--- src/sktu_pkg.sv ---
// ----------------------------------------------------------------------------
// sktu_pkg
// Shared types and constants of the sorted key table.
// ----------------------------------------------------------------------------
package sktu_pkg;

    localparam int DEF_CAPACITY = 16;
    localparam int DEF_KEY_BITS = 32;

    localparam int KEY_W  = 32;
    localparam int POS_W  = 5;
    localparam int STAT_W = 3;

    typedef enum logic {
        FUNC_INSERT = 1'b0,
        FUNC_DELETE = 1'b1
    } t_func;

    typedef enum logic [STAT_W-1:0] {
        ST_OK       = 3'd0,
        ST_DUP      = 3'd1,
        ST_FULL     = 3'd2,
        ST_NOTFOUND = 3'd3,
        ST_EMPTY    = 3'd4
    } t_status;

    typedef struct packed {
        logic load_key;
        logic load_left;
        logic load_right;
    } t_cell_ctrl;

endpackage

--- src/sorted_key_table_unit.sv ---
// ----------------------------------------------------------------------------
// sorted_key_table_unit
// Table of distinct keys in ascending order with insert and delete requests.
// ----------------------------------------------------------------------------
// One request is handled at a time. Every slot compares its key with the
// request key; a binary search over those flags then resolves one halving per
// cycle, and a final step shifts the slots and posts the result once the
// result register is free. With n keys held the search takes at most
// ceil(log2(n + 1)) halving steps. The result register lets the next request
// be accepted while a finished result is still waiting to be taken.
module sorted_key_table_unit import sktu_pkg::*; #(
    parameter int CAPACITY = DEF_CAPACITY,
    parameter int KEY_BITS = DEF_KEY_BITS
) (
    input  logic              i_clk,
    input  logic              i_rst_n,
    input  logic              i_cfg_valid,
    output logic              o_cfg_ready,
    input  logic              i_cfg_data,
    input  logic              i_in_valid,
    output logic              o_in_ready,
    input  logic              i_func,
    input  logic [KEY_W-1:0]  i_key,
    output logic              o_out_valid,
    input  logic              i_out_ready,
    output logic [STAT_W-1:0] o_status,
    output logic [POS_W-1:0]  o_position,
    output logic [POS_W-1:0]  o_count
);

    localparam int CW = $clog2(CAPACITY + 1);
    localparam int IW = $clog2(CAPACITY);

    typedef enum logic [1:0] {
        S_IDLE,
        S_CMP,
        S_SEARCH,
        S_APPLY
    } t_state;

    t_state                r_state;
    logic                  r_func;
    logic [KEY_BITS-1:0]   r_key;
    logic [CW-1:0]         r_count;
    logic [CW-1:0]         r_lo;
    logic [CW-1:0]         r_hi;
    logic                  r_cmp_signed;
    logic                  r_out_valid;
    t_status               r_status;
    logic [POS_W-1:0]      r_position;
    logic [POS_W-1:0]      r_out_count;

    logic [KEY_BITS+KEY_W-1:0] w_key_ext;
    logic [KEY_BITS-1:0]       w_key_in;
    logic [KEY_BITS-1:0]       w_cell_key [CAPACITY];
    logic [CAPACITY-1:0]       w_gt;
    logic [CAPACITY-1:0]       w_eq;
    t_cell_ctrl                w_ctrl [CAPACITY];
    logic [CW:0]               w_sum;
    logic [CW-1:0]             w_mid;
    logic                      w_hit;
    logic                      w_fire;
    logic                      w_do_ins;
    logic                      w_do_del;
    t_status                   w_status;
    logic [CW-1:0]             w_new_count;
    logic [CW+POS_W-1:0]       w_pos_ext;
    logic [CW+POS_W-1:0]       w_cnt_ext;

    assign w_key_ext = {{KEY_BITS{1'b0}}, i_key};
    assign w_key_in  = w_key_ext[KEY_BITS-1:0];

    assign w_sum = {1'b0, r_lo} + {1'b0, r_hi};
    assign w_mid = w_sum[CW:1];
    assign w_hit = (r_lo < r_count) && w_eq[r_lo[IW-1:0]];

    assign w_fire = (r_state == S_APPLY) && (!r_out_valid || i_out_ready);

    always_comb begin
        w_status    = ST_OK;
        w_do_ins    = 1'b0;
        w_do_del    = 1'b0;
        w_new_count = r_count;
        if (r_func == FUNC_INSERT) begin
            if (w_hit) begin
                w_status = ST_DUP;
            end else if (r_count == CW'(CAPACITY)) begin
                w_status = ST_FULL;
            end else begin
                w_do_ins    = w_fire;
                w_new_count = r_count + 1'b1;
            end
        end else begin
            if (r_count == '0) begin
                w_status = ST_EMPTY;
            end else if (!w_hit) begin
                w_status = ST_NOTFOUND;
            end else begin
                w_do_del    = w_fire;
                w_new_count = r_count - 1'b1;
            end
        end
    end

    assign w_pos_ext = {{POS_W{1'b0}}, r_lo};
    assign w_cnt_ext = {{POS_W{1'b0}}, w_new_count};

    for (genvar i = 0; i < CAPACITY; i++) begin : g_cell
        logic [KEY_BITS-1:0] w_left;
        logic [KEY_BITS-1:0] w_right;

        if (i == 0) begin : g_first
            assign w_left = w_cell_key[i];
        end else begin : g_inner_l
            assign w_left = w_cell_key[i-1];
        end
        if (i == CAPACITY - 1) begin : g_last
            assign w_right = w_cell_key[i];
        end else begin : g_inner_r
            assign w_right = w_cell_key[i+1];
        end

        assign w_ctrl[i].load_key   = w_do_ins && (CW'(i) == r_lo);
        assign w_ctrl[i].load_left  = w_do_ins && (CW'(i) > r_lo) && (CW'(i) <= r_count);
        assign w_ctrl[i].load_right = w_do_del && (CW'(i) >= r_lo) && (CW'(i + 1) < r_count);

        sktu_cell #(
            .KEY_BITS (KEY_BITS)
        ) u_cell (
            .i_clk    (i_clk),
            .i_cap    (r_state == S_CMP),
            .i_signed (r_cmp_signed),
            .i_key    (r_key),
            .i_left   (w_left),
            .i_right  (w_right),
            .i_ctrl   (w_ctrl[i]),
            .o_key    (w_cell_key[i]),
            .o_gt     (w_gt[i]),
            .o_eq     (w_eq[i])
        );
    end

    always_ff @(posedge i_clk) begin
        if (!i_rst_n) begin
            r_state      <= S_IDLE;
            r_count      <= '0;
            r_cmp_signed <= 1'b0;
            r_out_valid  <= 1'b0;
        end else begin
            if (i_cfg_valid) begin
                r_cmp_signed <= i_cfg_data;
            end
            if (w_fire) begin
                r_out_valid <= 1'b1;
            end else if (i_out_ready) begin
                r_out_valid <= 1'b0;
            end
            unique case (r_state)
                S_IDLE: begin
                    if (i_in_valid) begin
                        r_func  <= i_func;
                        r_key   <= w_key_in;
                        r_state <= S_CMP;
                    end
                end
                S_CMP: begin
                    r_lo    <= '0;
                    r_hi    <= r_count;
                    r_state <= S_SEARCH;
                end
                S_SEARCH: begin
                    if (r_lo < r_hi) begin
                        if (w_gt[w_mid[IW-1:0]]) begin
                            r_lo <= w_mid + 1'b1;
                        end else begin
                            r_hi <= w_mid;
                        end
                    end else begin
                        r_state <= S_APPLY;
                    end
                end
                S_APPLY: begin
                    if (w_fire) begin
                        r_status    <= w_status;
                        r_position  <= w_pos_ext[POS_W-1:0];
                        r_out_count <= w_cnt_ext[POS_W-1:0];
                        r_count     <= w_new_count;
                        r_state     <= S_IDLE;
                    end
                end
                default: begin
                    r_state <= S_IDLE;
                end
            endcase
        end
    end

    assign o_cfg_ready = 1'b1;
    assign o_in_ready  = (r_state == S_IDLE);
    assign o_out_valid = r_out_valid;
    assign o_status    = r_status;
    assign o_position  = r_position;
    assign o_count     = r_out_count;

endmodule

--- src/sktu_cell.sv ---
// ----------------------------------------------------------------------------
// sktu_cell
// One slot of the table: holds a key, compares it against the request key
// and loads its left neighbor, its right neighbor or the new key.
// ----------------------------------------------------------------------------
module sktu_cell import sktu_pkg::*; #(
    parameter int KEY_BITS = DEF_KEY_BITS
) (
    input  logic                i_clk,
    input  logic                i_cap,
    input  logic                i_signed,
    input  logic [KEY_BITS-1:0] i_key,
    input  logic [KEY_BITS-1:0] i_left,
    input  logic [KEY_BITS-1:0] i_right,
    input  t_cell_ctrl          i_ctrl,
    output logic [KEY_BITS-1:0] o_key,
    output logic                o_gt,
    output logic                o_eq
);

    logic [KEY_BITS-1:0] r_key;
    logic                r_gt;
    logic                r_eq;
    logic [KEY_BITS-1:0] w_flip;

    assign w_flip = KEY_BITS'(i_signed) << (KEY_BITS - 1);

    always_ff @(posedge i_clk) begin
        if (i_cap) begin
            r_gt <= (i_key ^ w_flip) > (r_key ^ w_flip);
            r_eq <= (i_key == r_key);
        end
        if (i_ctrl.load_key) begin
            r_key <= i_key;
        end else if (i_ctrl.load_left) begin
            r_key <= i_left;
        end else if (i_ctrl.load_right) begin
            r_key <= i_right;
        end
    end

    assign o_key = r_key;
    assign o_gt  = r_gt;
    assign o_eq  = r_eq;

endmodule

--- config.mk ---
export PLATFORM = sky130hd
export DESIGN_NAME = sorted_key_table_unit
export DESIGN_NICKNAME = d
export VERILOG_FILES = /design/src/sktu_pkg.sv /design/src/sorted_key_table_unit.sv /design/src/sktu_cell.sv
export SDC_FILE = /design/constraint.sdc
export NUM_CORES = 2
export LEC_CHECK = 0
export BUFFER_PORTS_ARGS = -buffer_cell sky130_fd_sc_hd__buf_2
export CAP_MARGIN = 25
export CORE_UTILIZATION = 60
export DETAILED_ROUTE_END_ITERATION = 12
export MAX_ROUTING_LAYER = met4
export PLACE_DENSITY = 0.8
export SETUP_SLACK_MARGIN = 0.5
export SLEW_MARGIN = 20
export SYNTH_ARGS = -nofsm -noshare
export SYNTH_HDL_FRONTEND = slang
export SYNTH_SLANG_ARGS = --single-unit
--- constraint.sdc ---
create_clock -name i_clk -period 6.25 [get_ports i_clk]
set_input_delay 1.25 -clock i_clk [delete_from_list [all_inputs] [get_ports i_clk]]
set_output_delay 1.25 -clock i_clk [all_outputs]
set_load 0.005 [all_outputs]
# Yosys cells after proc, flatten, opt, wreduce, memory -nomap -nowiden
# Index checks and enable logic that the tools add are counted.
[classes]
n_addsub = 4
magnitude_cmp = 82
n_eq_ne = 42
muxes = 79
n_bitwise = 17
reduce_logical = 110
[op_table]
columns = ["cell", "n"]
rows = [
  ["two-way mux 32 bit", 47],
  ["XOR 32 bit", 17],
  ["== test 32 bit", 16],
  ["greater-than comparator 32 bit", 16],
  ["logical AND 1 bit", 80],
  ["two-way mux 5 bit", 9],
  ["nonzero test 3 bit", 14],
  ["== test 4 x 5 -> 1 bit, first input constant", 8],
  ["greater-than comparator 4 x 5 -> 1 bit, first input constant", 8],
  ["<= comparator 4 x 5 -> 1 bit, first input constant", 8],
  ["less-than comparator 4 x 5 -> 1 bit, first input constant", 8],
  ["greater-or-equal comparator 4 x 5 -> 1 bit, first input constant", 7],
  ["== test 3 x 5 -> 1 bit, first input constant", 4],
  ["greater-or-equal comparator 3 x 5 -> 1 bit, first input constant", 4],
  ["greater-than comparator 3 x 5 -> 1 bit, first input constant", 4],
  ["<= comparator 3 x 5 -> 1 bit, first input constant", 4],
  ["less-than comparator 3 x 5 -> 1 bit, first input constant", 4],
  ["one-hot mux 5 bit (2 select lines)", 2],
  ["two-way mux 2 bit", 6],
  ["inequality test 2 bit, second input constant", 6],
  ["adder 5 x 1 -> 5 bit, second input constant", 2],
  ["== test 2 x 5 -> 1 bit, first input constant", 2],
  ["greater-or-equal comparator 1 x 5 -> 1 bit, first input constant", 2],
  ["greater-or-equal comparator 2 x 5 -> 1 bit, first input constant", 2],
  ["27 further kinds", 54],
]
[totals]
regBits = 609
input_bits = 39
out_inout_bits = 16
elab_cells = 393

# Logic depth before layout (Yosys ltp)
[logic_depth]
depth_word = 11
depth_mapped = 13
ltp_nobuf = 10

# Cells and area by module
# Synthesis repeated with hierarchy kept, for this count alone.
[unflattened]
cells_unflattened = 4515
hier_area_um2 = 43918.4
[by_module_without_submodules]
columns = ["module", "instances", "cells_each", "area_each_um2", "seq_area_each_um2"]
rows = [
  ["sktu_cell (g_cell[0].u_cell ...)", 15, 258, 2494.9, 1021.0],
  ["sorted_key_table_unit", 1, 386, 3988.8, 1861.8],
  ["sktu_cell (g_cell[2].u_cell)", 1, 259, 2506.2, 1021.0],
]

# Worst setup path before layout
# No wires, ideal clock.
[synth_timing]
path_type = "in2reg"
start = "in i_out_ready"
end = "reg g_cell[4].u_cell.r_key[0] (enable)"
setup_ps = 428
t_arrival_ps = 4078
required_time_ps = 5822
path_slack_ps = 1744
stages = 8
path_buffers = 2
cell_sequence = "nand2b_1 > nand2_1 > a2111oi_4 > buf_4 > nand3_1 > clkbuf_1 > a21boi_0 > o21bai_1"
[synth_between]
elab_chain_len = 8
word_cells_on_any_way = 14
cone_classes = "6 x mux; 8 x reduce/logical"
[synth_lines]
columns = ["item", "line", "text"]
rows = [
  ["from (decl)", "sorted_key_table_unit.sv:25", "input logic i_out_ready,"],
  ["logical OR 1 bit *", "sorted_key_table_unit.sv:77", "assign w_fire = (r_state == S_APPLY) && (!r_out_valid || i_out_ready);"],
  ["logical AND 1 bit *", "sorted_key_table_unit.sv:77", ""],
  ["two-way mux 1 bit (on tied branches)", "sorted_key_table_unit.sv:96, sorted_key_table_unit.sv:87", ""],
  ["two-way mux 1 bit (on tied branches)", "sorted_key_table_unit.sv:94, sorted_key_table_unit.sv:85", ""],
  ["two-way mux 1 bit", "sorted_key_table_unit.sv:84", "if (r_func == FUNC_INSERT) begin"],
  ["logical AND 1 bit (on tied branches) (2 in series)", "sorted_key_table_unit.sv:125, sorted_key_table_unit.sv:124", ""],
  ["nonzero test 3 bit (no line) *", "--", ""],
  ["to (signal assigned)", "sktu_cell.sv:34", "r_key <= i_key;"],
  ["to (signal assigned)", "sktu_cell.sv:36", "r_key <= i_left;"],
  ["to (signal assigned)", "sktu_cell.sv:38", "r_key <= i_right;"],
  ["to (decl)", "sktu_cell.sv:21", "logic [KEY_BITS-1:0] r_key;"],
]
# Mark *: on every way between the ends. The rest lies on a longest branch, timed or not.
# A chain may end at the register's enable or synchronous reset.

# Final worst setup path
[layout_timing]
start = "reg r_lo[0]"
end = "reg g_cell[9].u_cell.r_key[19] (enable)"
[layout_between]
elab_chain_len = 9
word_cells_on_any_way = 18
cone_classes = "3 x order compare; 1 x eq/ne; 7 x mux; 7 x reduce/logical"
[layout_lines]
columns = ["item", "line", "text"]
rows = [
  ["from (decl)", "sorted_key_table_unit.sv:45", "logic [CW-1:0] r_lo;"],
  ["from (signal assigned)", "sorted_key_table_unit.sv:174", "r_lo <= w_mid + 1'b1;"],
  ["binary-select mux 1 bit (select 4 bit)", "sorted_key_table_unit.sv:75", "assign w_hit = (r_lo < r_count) && w_eq[r_lo[IW-1:0]];"],
  ["two-way mux 1 bit (not written as such)", "sorted_key_table_unit.sv:75", ""],
  ["logical AND 1 bit", "sorted_key_table_unit.sv:75", ""],
  ["two-way mux 1 bit", "sorted_key_table_unit.sv:96", "end else if (!w_hit) begin"],
  ["two-way mux 1 bit", "sorted_key_table_unit.sv:94", "if (r_count == '0) begin"],
  ["two-way mux 1 bit", "sorted_key_table_unit.sv:84", ""],
  ["logical AND 1 bit (2 in series)", "sorted_key_table_unit.sv:125", "assign w_ctrl[i].load_right = w_do_del && (CW'(i) >= r_lo) && (CW'(i + 1) < r_count);"],
  ["nonzero test 3 bit (no line) *", "--", ""],
  ["to (signal assigned)", "sktu_cell.sv:34", ""],
  ["to (signal assigned)", "sktu_cell.sv:36", ""],
  ["to (signal assigned)", "sktu_cell.sv:38", ""],
  ["to (decl)", "sktu_cell.sv:21", ""],
]
# Mark *: on every way between the ends. The rest lies on a longest branch, timed or not. The select of a mux whose other input is x is not followed.

==> impl_metrics.ini <==
[cts]
post_cts_buffers = 0
cts-buffers-inserted = 69
ctsRootBufferMaster = clkbuf_16
clock-sinks = 609
cts_tree = yes
clockBufferDepth = 3
ctsResizeCount = 0
clk_pin_slew_worst_paths_ns = 0.06
cts_max_level = 3
clock_latency_ns = 0.64
cts.hold.buffers_added = 0

[synthesis]
ys_seq_elements = 609
yosysMostFrequentCell = edfxtp_1
synth_cell_type_count = 72
syn_area_um2 = 43600
ys_seq_area_frac = 0.417
syn-instance-count = 4516
synth_top_cell_by_area = edfxtp_1
ys_warn_count = 0
synth-edff-count = 600
ys_async_sr_fraction = 0
synth_top_cells_by_area = edfxtp_1 41%, ha_1 15%, mux2i_1 9.1%, a21oi_1 5.3%, inv_1 4.5%
synth.top_cell.area_share = 0.413
synthTopCellsByCount = 600 x edfxtp_1, 521 x inv_1, 518 x ha_1
synthFlopType = edfxtp_1
syn_nets = 5074
postSynthAreaPerCell_um2 = 9.65

[detailed_routing]
initialDrtViolationCount = 3848
wl_per_cell_um = 21.5
finalWirelength_um = 118000
vias = 34300
dr.pass1.iters = 6
ant_nets = 0
viasPerCell = 6.24
drc_errors = 0

[die]
die_x_um = 272
initial_utilization = 0.608
rows = 98
dieArea_um2 = 73700
core_area_um2 = 71700
io_pins = 55
die_y_um = 272

[sta]
finalSetupTns_ns = 0
finalSetupViolations = 0
rsz0062_at_grt = no
max_slew_margin = 0.291
finalHoldViolations = 0
finalCriticalPeriod_ns = 4.70
clock_skew_ns = 0.0378
tightest_slew_ns = 1.05
fmax_mhz = 213
period_share = 0.752
drv_slew = 0

[power_and_ir_drop]
internal_power_w = 0.00763
pwr-share-seq = 0.435
ir_drop_mv = 0.356
p_comb_frac = 0.199
powerDensity_nw_per_um2 = 233
swShare = 0.303
p_leak_nw = 21.3
power.switching_w = 0.00332
total_power_w = 0.0110
clkPwrFrac = 0.366

[global_route]
first_global_vias = 33300
track_usage = 0.328
gr-total-overflow = 0
antenna_found_initial = 3
grt_max_degree = 66
grt_pass1_wl_um = 186000

[outcome]
status = finished, final reports clean

[placed_design]
dp.final_hpwl_um = 86700
portBuffers = 53
gp_congestion = 1.01

[final_layout]
fin_util = 0.655
nets = 5043
syn_to_final_growth_pct = 7.85
ff_latch_area_um2 = 18200
multi_input_area_um2 = 22500
drive_gt1_frac = 0.0756
fillers = 5503

[critical_path]
critPathMaxFanout = 65
crit_required_ns = 6.50
critical_path_class = reg2reg
crit_path_end_kind = flop
reg2reg_slack_ns = 1.55
cp.arrival_ns = 4.95
start_kind = flop

[worst_hold_path]
hp-class = reg2reg

[job]
maxCapViolCount = 0
[routing by layer]
layer,vias up,GRT usage,share of wire
li1,16200,-,-
met2,1604,0.528,0.48
met1,16200,0.424,0.41
met4,0,0.133,0.039
met3,300,0.0378,0.075
met5,-,-,0
[metrics by stage]
step | setup WS (ns) | hold WS (ns) | std cells | cell area, um2
floorplan | 1.74 | 0.421 | 4516 | 43600
global placement | 1.64 | 0.487 | 5359 | 44800
detailed placement | 1.63 | 0.500 | 5362 | 44800
CTS | 1.57 | 0.509 | 5484 | 47000
global route | 1.23 | 0.542 | 5488 | 47000
finish | 1.55 | 0.505 | 5488 | 47000
[power groups by stage]
stage	combinational (W)	sequential [W]	clock, W
final	0.00218	0.00477	0.00401
after global routing	0.00239	0.00478	0.00417
after CTS	0.00214	0.00476	0.00402
after detailed placement	0.00212	0.00485	0
after global placement	0.00207	0.00485	0
after floorplan	0.00146	0.00483	0
[placed cells by master, fill, tap and decap left out, drive strengths merged, types with 30 or more instances in the layout]
cell type,instances
inv,522
buf,150
nor2,338
edfxtp,600
nand2,376
nor2b,44
a21oi,458
clkinv,30
mux2i,397
o21ai,359
clkbuf,88
a21o,111
o22ai,35
nand4,98
mux2,35
ha,518
nand3,44
[area by class of cell]
| cell class | instances | area share |
|---|---|---|
| clock inverters | 34 | 0.00657 |
| well taps | 950 | 0.0253 |
| multi-input cells | 3131 | 0.478 |
| clock buffers | 88 | 0.0391 |
| diodes | 2 | 0.000106 |
| repair buffers | 150 | 0.0221 |
| inverters | 524 | 0.0418 |
| flip-flops and latches | 609 | 0.387 |
[worst max-delay path, stage by stage (launching register included)]
cell	delay, ns
edfxtp_1	0.73
mux4_2	0.58
o221ai_1	0.19
o21ai_1	0.09
o21a_1	0.33
a211oi_4	0.95
and3_2	0.34
buf_4	0.48
a21oi_1	0.09
nand2_1	0.10
buf_4	0.41
[cells by family after synthesis]
family / share of synthesized area
other cells: 0.0000860
mux: 0.103
flops: 0.417
simple gates: 0.106
fa+ha+maj: 0.153
xor+xnor: 0.00362
buf+inv: 0.0699
compound gates: 0.147
[final timing paths]
check                          endpoint  depth (start not counted)       start
min reg2reg                  r_state[0]                          2  r_state[0]
max reg2reg  g_cell[9].u_cell.o_key[19]                         10     r_lo[0]
min                          r_state[0]                          2  r_state[0]
max          g_cell[9].u_cell.o_key[19]                         10     r_lo[0]
[state kept, by name, indices dropped and copies added, names as in the netlist]
register	flops
g_cell.u_cell.o_gt	16
o_status	3
r_count	5
r_state	2
g_cell.u_cell.o_eq	16
r_hi	5
r_func	1
o_count	5
r_lo	5
r_cmp_signed	1
g_cell.u_cell.o_key	512
r_key	32
o_position	5
o_out_valid	1
Power figures use the tool's default switching activity.
